--- config.mk ---
export PLATFORM = sky130hd
export DESIGN_NAME = pd3_ctrl
export DESIGN_NICKNAME = d
export VERILOG_FILES = /design/src/hw/rtl/pd3_pkg.sv /design/src/hw/rtl/pd3_ctrl.sv
export SDC_FILE = /design/constraint.sdc
export NUM_CORES = 1
export LEC_CHECK = 0
export BUFFER_PORTS_ARGS = -buffer_cell sky130_fd_sc_hd__buf_2
export CORE_MARGIN = 2
export CORE_UTILIZATION = 40
export CTS_BUF_LIST = sky130_fd_sc_hd__clkbuf_2 sky130_fd_sc_hd__clkbuf_4 sky130_fd_sc_hd__clkbuf_8
export DETAILED_ROUTE_END_ITERATION = 16
export PLACE_DENSITY_LB_ADDON = 0.1
export SLEW_MARGIN = 10
export SYNTH_ARGS = -nofsm -noshare
export SYNTH_HDL_FRONTEND = slang
export SYNTH_SLANG_ARGS = --single-unit
--- constraint.sdc ---
create_clock -name clk -period 5.04 [get_ports clk]
set_input_delay 0.504 -clock clk [delete_from_list [all_inputs] [get_ports clk]]
set_output_delay 0.504 -clock clk [all_outputs]
set_load 0.01 [all_outputs]
--- src/hw/rtl/pd3_pkg.sv ---
// Shared constants, types and codes for the 3x3 polar decomposition unit.
// Depends on nothing; every other file refers to it by scoped names.
package pd3_pkg;

  localparam int unsigned DATA_WIDTH_DEF = 32;
  localparam int unsigned FRAC_BITS_DEF  = 24;
  localparam int unsigned ITER_W         = 12;
  localparam logic [ITER_W-1:0] ITER_RESET = 12'd1000;

  // Datapath commands issued by the controller
  localparam int unsigned CMD_W = 3;
  localparam logic [CMD_W-1:0] CMD_NOP   = 3'd0;
  localparam logic [CMD_W-1:0] CMD_LOAD  = 3'd1; // latch input matrix
  localparam logic [CMD_W-1:0] CMD_COF   = 3'd2; // one product of a cofactor
  localparam logic [CMD_W-1:0] CMD_DET   = 3'd3; // one determinant term
  localparam logic [CMD_W-1:0] CMD_DSTRT = 3'd4; // start a division
  localparam logic [CMD_W-1:0] CMD_DSTEP = 3'd5; // one quotient bit
  localparam logic [CMD_W-1:0] CMD_DFIN  = 3'd6; // average into Q
  localparam logic [CMD_W-1:0] CMD_OUT   = 3'd7; // move Q to output register

  typedef struct packed {
    logic [CMD_W-1:0] op;
    logic [3:0]       idx;   // element index 0..8
    logic             half;  // second product of a cofactor, or high part of a determinant term
  } pd3_cmd_t;

  typedef struct packed {
    logic det_zero;
    logic div_done;
  } pd3_sts_t;

endpackage

--- src/hw/rtl/pd3_ctrl.sv ---
// Controller FSM sequencing cofactors, determinant, nine divisions per step.
// Depends on pd3_pkg.
module pd3_ctrl #(
  parameter int unsigned DATA_WIDTH = pd3_pkg::DATA_WIDTH_DEF
) (
  input  logic                      clk,
  input  logic                      rst_n,
  input  logic [pd3_pkg::ITER_W-1:0] iter_cnt,
  input  logic                      in_fire,
  input  logic                      out_busy,
  input  pd3_pkg::pd3_sts_t         sts,
  output pd3_pkg::pd3_cmd_t         cmd,
  output logic                      idle,
  output logic                      done,
  output logic                      sing
);
  localparam logic [2:0] S_IDLE = 3'd0, S_COF = 3'd1, S_DET = 3'd2, S_CHK = 3'd3,
                         S_DST = 3'd4, S_DIV = 3'd5, S_FIN = 3'd6, S_OUT = 3'd7;

  logic [2:0] st_r, st_nxt;
  logic [3:0] idx_r, idx_nxt;
  logic       half_r, half_nxt;
  logic [pd3_pkg::ITER_W-1:0] it_r, it_nxt;
  logic       sing_r, sing_nxt;

  always_comb begin
    st_nxt = st_r; idx_nxt = idx_r; half_nxt = half_r; it_nxt = it_r; sing_nxt = sing_r;
    cmd.op = pd3_pkg::CMD_NOP; cmd.idx = idx_r; cmd.half = half_r;
    done = 1'b0;
    case (st_r)
      S_IDLE: begin
        if (in_fire) begin
          cmd.op = pd3_pkg::CMD_LOAD;
          it_nxt = iter_cnt; sing_nxt = 1'b0; idx_nxt = '0; half_nxt = 1'b0;
          st_nxt = (iter_cnt == '0) ? S_OUT : S_COF;
        end
      end
      S_COF: begin
        cmd.op = pd3_pkg::CMD_COF;
        half_nxt = ~half_r;
        if (half_r) begin
          idx_nxt = (idx_r == 4'd8) ? 4'd0 : idx_r + 4'd1;
          if (idx_r == 4'd8) st_nxt = S_DET;
        end
      end
      S_DET: begin
        // two partial products per determinant term
        cmd.op = pd3_pkg::CMD_DET;
        half_nxt = ~half_r;
        if (half_r) begin
          idx_nxt = (idx_r == 4'd2) ? 4'd0 : idx_r + 4'd1;
          if (idx_r == 4'd2) st_nxt = S_CHK;
        end
      end
      S_CHK: begin
        if (sts.det_zero) begin
          sing_nxt = 1'b1; st_nxt = S_OUT;
        end else st_nxt = S_DST;
      end
      S_DST: begin
        cmd.op = pd3_pkg::CMD_DSTRT; st_nxt = S_DIV;
      end
      S_DIV: begin
        cmd.op = pd3_pkg::CMD_DSTEP;
        if (sts.div_done) st_nxt = S_FIN;
      end
      S_FIN: begin
        cmd.op = pd3_pkg::CMD_DFIN;
        if (idx_r == 4'd8) begin
          idx_nxt = '0;
          it_nxt = it_r - 1'b1;
          st_nxt = (it_r == pd3_pkg::ITER_W'(1)) ? S_OUT : S_COF;
        end else begin
          idx_nxt = idx_r + 4'd1; st_nxt = S_DST;
        end
      end
      S_OUT: begin
        if (!out_busy) begin
          cmd.op = pd3_pkg::CMD_OUT; done = 1'b1; st_nxt = S_IDLE;
        end
      end
      default: st_nxt = S_IDLE;
    endcase
  end

  always_ff @(posedge clk) begin
    if (!rst_n) begin
      st_r <= S_IDLE; idx_r <= '0; half_r <= 1'b0; it_r <= '0; sing_r <= 1'b0;
    end else begin
      st_r <= st_nxt; idx_r <= idx_nxt; half_r <= half_nxt; it_r <= it_nxt;
      sing_r <= sing_nxt;
    end
  end

  assign idle = (st_r == S_IDLE);
  assign sing = sing_r;
endmodule
==> results of run 1 <==
[worst min path at each step]
stage,endpoint,slack [ns],cells past startpoint
finish,idx_r[0],0.51,2
global route,it_r[6],0.51,2
CTS,it_r[0],0.51,3
detailed placement,idx_r[0],0.50,2
global placement,sing,0.49,2
floorplan,it_r[7],0.46,2
[metrics by stage]
stage / setup WS, ns / hold slack [ns] / cells / instance area [um^2]
6_report: 2.37 / 0.514 / 273 / 1750
5_1_grt: 2.18 / 0.512 / 273 / 1750
4_1_cts: 2.42 / 0.512 / 273 / 1750
3_5_place_dp: 2.42 / 0.503 / 269 / 1710
3_3_place_gp: 2.53 / 0.491 / 269 / 1710
2_1_floorplan: 3.24 / 0.464 / 207 / 1580
[power by group through the flow]
stage	logic [mW]	clock network [mW]	registers [mW]
floorplan	0.363	0	0.247
global route	0.460	0.130	0.307
global placement	0.402	0	0.291
detailed placement	0.407	0	0.296
finish	0.410	0.118	0.295
CTS	0.409	0.123	0.292
[critical path, delay by kind of cell, from the launching register on]
family | cells | cell delay (ns)
AND/OR/NAND/NOR | 3 | 1.66
flip-flops | 1 | 0.80
AO/OA/AOI/OAI | 1 | 0.13
[per-layer routing]
metal / up-vias / GRT usage [%] / routed length (um)
li1: 821 / - / -
met1: 781 / 24.9 / 1820
met2: 49 / 34.8 / 2040
met3: 4 / 3.38 / 174
met4: 0 / 6.12 / 35
met5: - / 0 / 0
[cells in the mapped netlist, drive strengths merged, types with 4 or more instances]
cell type | instances | share of area, %
nor2 | 18 | 4.3
a31oi | 5 | 2.0
nand3b | 5 | 2.4
a21oi | 22 | 7.0
inv | 10 | 2.4
nand2 | 15 | 3.6
or4b | 4 | 2.8
buf | 9 | 3.2
nor3 | 6 | 1.9
o21ai | 14 | 4.4
ha | 5 | 4.0
nor4 | 7 | 3.7
dfxtp | 21 | 27
clkbuf | 5 | 1.2
nand3 | 6 | 1.9
a22oi | 5 | 2.4
[logic make-up after synthesis]
| logic type | share of synthesized area [%] |
|---|---|
| flops | 26.7 |
| compound gates | 30.2 |
| buf+inv | 6.75 |
| simple gates | 31.8 |
| fa+ha+maj | 3.97 |
| mux | 0.635 |
[layout by cell type, fill, tap and decap left out, drive strengths merged, types with 2 or more instances in the layout]
| cell | n |
|---|---|
| o22ai | 2 |
| or4b | 4 |
| nor3b | 3 |
| nor4 | 7 |
| o21a | 2 |
| a221oi | 2 |
| nor3 | 6 |
| or3 | 3 |
| clkbuf | 3 |
| dfxtp | 21 |
| a311oi | 2 |
| nand2 | 15 |
| o21ai | 14 |
| or4 | 3 |
| a22oi | 5 |
| a31oi | 5 |
| nor2 | 18 |
| nor4b | 2 |
| buf | 28 |
| nand3b | 5 |
| a21oi | 22 |
| nand3 | 6 |
| nand4b | 2 |
| ha | 5 |
| a32oi | 2 |
| inv | 10 |
| o31a | 2 |
| nor2b | 2 |
| a21o | 3 |
| or2 | 3 |
| a211oi | 2 |
[registers in the layout (all words and copies together), names as in the netlist]
name	count
half_r	1
idx_r	4
it_r	12
sing	1
st_r	3
[area by class of cell]
cell class              count  area, um^2  share of cell area (%)
inverters                  10        37.5                    2.14
multi-input cells         162        1050                    59.8
repair buffers             28         140                    7.99
clock inverters             1        5.00                   0.285
well taps                  48        60.1                    3.42
flip-flops and latches     21         420                    24.0
clock buffers               3        41.3                    2.35
==> results.json, run 1 <==
{
  "reg2reg_slack_ns": 2.37,
  "worstSetupPathType": "reg2reg",
  "layout.nets": 249,
  "hold_viol": 0,
  "finClkSkew_ns": 0.00450,
  "die_h_um": 66.8,
  "internal-power_mw": 0.446,
  "fp.coreArea_um2": 3720,
  "layout-drive-gt1-share_pct": 19.6,
  "io_buffers": 28,
  "antenna_cells": 0,
  "cts-hold-fix-buffers": 0,
  "fmax_mhz": 375,
  "path_clk_slew_ns": 0.09,
  "synth_cells": 207,
  "first_global_vias": 1511,
  "rows": 22,
  "worst_setup_path_start_kind": "register",
  "swShare_pct": 45.8,
  "start_util_pct": 42.4,
  "cts_max_level": 1,
  "fin_crit_sh_pct": 52.9,
  "dp_hpwl_um": 2910,
  "syn_to_final_growth_pct": 11.3,
  "grt.total_usage_pct": 19.9,
  "status": "finished clean",
  "min_from": "idx_r[0]",
  "slowest_delay_ns": 0.80,
  "hold_class": "reg2reg",
  "drtIter0Drc": 121,
  "synth.distinct_cells": 55,
  "finalSetupTns_ns": 0,
  "endpoint": "it_r[11]",
  "gr-total-overflow": 0,
  "max_slew.worst_pin.slew_ns": 1.18,
  "worstPathArrival_ns": 2.86,
  "post-route-min-period_ns": 2.67,
  "clock_latency_ns": 0.27,
  "grt_max_degree": 25,
  "p_clk_share_pct": 14.3,
  "pwr-share-seq_pct": 35.8,
  "reg2reg_from": "st_r[2]",
  "endpoint_kind": "register",
  "cap_violations": 0,
  "clockBufferDepth": 2,
  "antenna_found_initial": 0,
  "worst_path_max_delay_cell": "dfxtp_1",
  "crit_path_cell_trace": "nand3b_1 -> or3_1 -> or4_1 -> a31oi_1",
  "r2r-end": "it_r[11]",
  "rsz0062_at_grt": "false",
  "synth_ff_type": "dfxtp_1",
  "finalSetupViolations": 0,
  "synthArstFlopShare_pct": 0,
  "peakVddDrop_mv": 0.162,
  "p_per_area_nw_per_um2": 469,
  "avgViaCountPerCell": 6.06,
  "p_switching_mw": 0.377,
  "io_pins": 29,
  "cts_tree": "built",
  "final_core_util_pct": 47.2,
  "cp_max_fo": 23,
  "firstDrtPassIters": 4,
  "drt-total-wl_um": 4070,
  "slew_headroom_pct": 21.1,
  "power.total_mw": 0.822,
  "p_leak_nw": 0.646,
  "root_buffer": "clkbuf_8",
  "p_comb_share_pct": 49.9,
  "synth_nets": 230,
  "cp-startpoint": "st_r[2]",
  "fill_cells": 387,
  "synth_warnings": 0,
  "seq_area_frac_synth_pct": 26.7,
  "r2r_cells": 4,
  "die_w_um": 66.8,
  "wl_per_cell_um": 14.9,
  "ys_ff_latch": 21,
  "ant_nets": 0,
  "avgSynthCellArea_um2": 7.62,
  "synth_edf_count": 0,
  "clock_sinks": 21,
  "vias": 1655,
  "final_max_slew_viol_count": 0,
  "grt_pass1_wl_um": 6870,
  "required_ns": 5.24,
  "drc": 0,
  "die-area_um2": 4460,
  "syn_area_um2": 1580,
  "cts_made_buffers": 3,
  "post_cts_resized": 0,
  "post-cts-setup-buffers": 0,
  "gp_congestion": 0.775
}
Power figures use the tool's default switching activity.
==> run 2: changes to the inputs <==
ABC_AREA = 1   (was default)
clock period = 2.5 ns   (was 5.04 ns; I/O delays follow)
==> results.json, run 2 <==
{
  "regMostFlops": "it_r",
  "root_buffer": "clkbuf_8",
  "start_util_pct": 42.1,
  "synth_warnings": 0,
  "firstDrtPassIters": 4,
  "synth_cells": 278,
  "p_per_area_nw_per_um2": 937,
  "first_global_vias": 1655,
  "cap_violations": 0,
  "io_pins": 29,
  "final_common_cell": "nand2_1",
  "fin_crit_sh_pct": 71.7,
  "dp_hpwl_um": 3180,
  "synth_top_area_share_pct": 24.8,
  "antenna_cells": 0,
  "grt_pass1_wl_um": 7220,
  "drtIter0Drc": 107,
  "avgViaCountPerCell": 4.88,
  "die-area_um2": 4780,
  "io_buffers": 28,
  "yosys.area.top_type": "dfxtp_1",
  "post_cts_resized": 0,
  "worstPathArrival_ns": 1.54,
  "die_w_um": 69.1,
  "syn_area_um2": 1700,
  "vias": 1729,
  "peakVddDrop_mv": 0.364,
  "status": "finished clean",
  "hold_class": "in2reg",
  "endpoint_kind": "primary output",
  "grt_max_degree": 19,
  "synthTopCellsByCount": "79 x nand2_1, 40 x nor2_1, 37 x inv_1",
  "cts_tree": "built",
  "layout-drive-gt1-share_pct": 20.1,
  "rows": 23,
  "synthArstFlopShare_pct": 0,
  "clock_sinks": 21,
  "cp_max_fo": 10,
  "post-route-min-period_ns": 1.79,
  "syn_to_final_growth_pct": 11.4,
  "synthTopCellsByArea": "dfxtp_1 25%, nand2_1 17%, nor2_1 8.9%, nand3_1 8.3%, inv_1 8.2%",
  "worstSetupPathType": "reg2out",
  "regArea_um2": 420,
  "synth_ff_type": "dfxtp_1",
  "synth_edf_count": 0,
  "synth_nets": 301,
  "gp_congestion": 0.806,
  "fp.coreArea_um2": 4030,
  "finClkSkew_ns": 0.00257,
  "p_leak_nw": 1.01,
  "fmax_mhz": 558,
  "layout.nets": 328,
  "max_slew.worst_pin.slew_ns": 0.518,
  "grt.total_usage_pct": 18.1,
  "ys_ff_latch": 21,
  "antenna_found_initial": 0,
  "hold_viol": 0,
  "final_max_slew_viol_count": 0,
  "cts_max_level": 1,
  "required_ns": 2.25,
  "top_regs": "it_r (12), idx_r (4), st_r (3)",
  "post-cts-setup-buffers": 0,
  "yosysMostFrequentCell": "nand2_1",
  "rsz0062_at_grt": "false",
  "synth.distinct_cells": 28,
  "die_h_um": 69.1,
  "path_clk_slew_ns": 0.08,
  "finalSetupViolations": 0,
  "ant_nets": 0,
  "worst_setup_path_start_kind": "register",
  "fill_cells": 463,
  "finalSetupTns_ns": 0,
  "gr-total-overflow": 0,
  "power.total_mw": 1.77,
  "largest_reg_flops": 12,
  "slew_headroom_pct": 65.4,
  "clock_latency_ns": 0.26,
  "seq_area_frac_synth_pct": 24.8,
  "drt-total-wl_um": 4030,
  "clockBufferDepth": 2,
  "cts_made_buffers": 3,
  "layout_common_cells": "79 x nand2_1, 40 x nor2_1, 37 x inv_1",
  "avgSynthCellArea_um2": 6.10,
  "wl_per_cell_um": 11.4,
  "drc": 0,
  "multi_input_area_um2": 1060,
  "cts-hold-fix-buffers": 0
}
==> run 2: report_power, final <==
| group | internal, mW | total (mW) | switching [mW] | leakage, nW |
|---|---|---|---|---|
| clock network | 0.111 | 0.231 | 0.120 | 0.0255 |
| registers | 0.416 | 0.501 | 0.0858 | 0.172 |
| logic | 0.345 | 1.04 | 0.692 | 0.814 |
==> run 2: cell type report <==
type	count	share of cell area (%)
multi-input cells	210	56.3
clock buffers	3	2.19
inverters	41	8.28
repair buffers	28	7.42
clock inverters	1	0.265
well taps	50	3.31
flip-flops and latches	21	22.3
==> run 2: through the flow <==
| step | std cells | cell area, um^2 | hold WS, ns | setup slack [ns] | utilization [%] |
|---|---|---|---|---|---|
| final | 354 | 1890 | 0.268 | 0.707 | 46.9 |
| after global routing | 354 | 1890 | 0.264 | 0.557 | 46.9 |
| after CTS | 354 | 1890 | 0.263 | 0.716 | 46.9 |
| after detailed placement | 350 | 1840 | 0.455 | 0.796 | 45.7 |
| after global placement | 350 | 1840 | 0.457 | 0.793 | 45.7 |
| after floorplan | 278 | 1700 | 0.409 | 1.01 | - |
==> run 2: kinds of logic after synthesis <==
kind of cell,count (synthesis),share of synthesized area [%]
AO/OA/AOI/OAI,36,13.0
XOR/XNOR,1,0.517
adder cells (fa/ha/maj),5,3.69
buffers and inverters,47,12.5
flip-flops,21,24.8
AND/OR/NAND/NOR,168,45.5
==> run 2: per-layer routing <==
metal  GRT usage, %  vias up  routed length (um)  share of wire [%]
li1               -      925                   -                  -
met1           22.3      764                1800                 45
met2           33.0       36                2010                 50
met3           3.80        4                 189                4.7
met4           2.61        0                  34               0.84
met5              0        -                   0                  0
==> run 2: critical path, cell delays in order (launching register included) <==
cell and delay [ns]:
dfxtp_1 0.50, inv_4 0.12, nor2_1 0.17, inv_1 0.08, nor2_1 0.16, nor2_1 0.06
nand3_1 0.06, buf_2 0.13
==> run 2: worst paths after layout <==
check        cells past startpoint  endpoint  slack, ns   startpoint
max                              7    cmd[5]       0.71      st_r[2]
min                              3   it_r[2]       0.27  iter_cnt[2]
max reg2reg                      9   it_r[1]       0.80     idx_r[0]
min reg2reg                      2   it_r[8]       0.46      it_r[8]
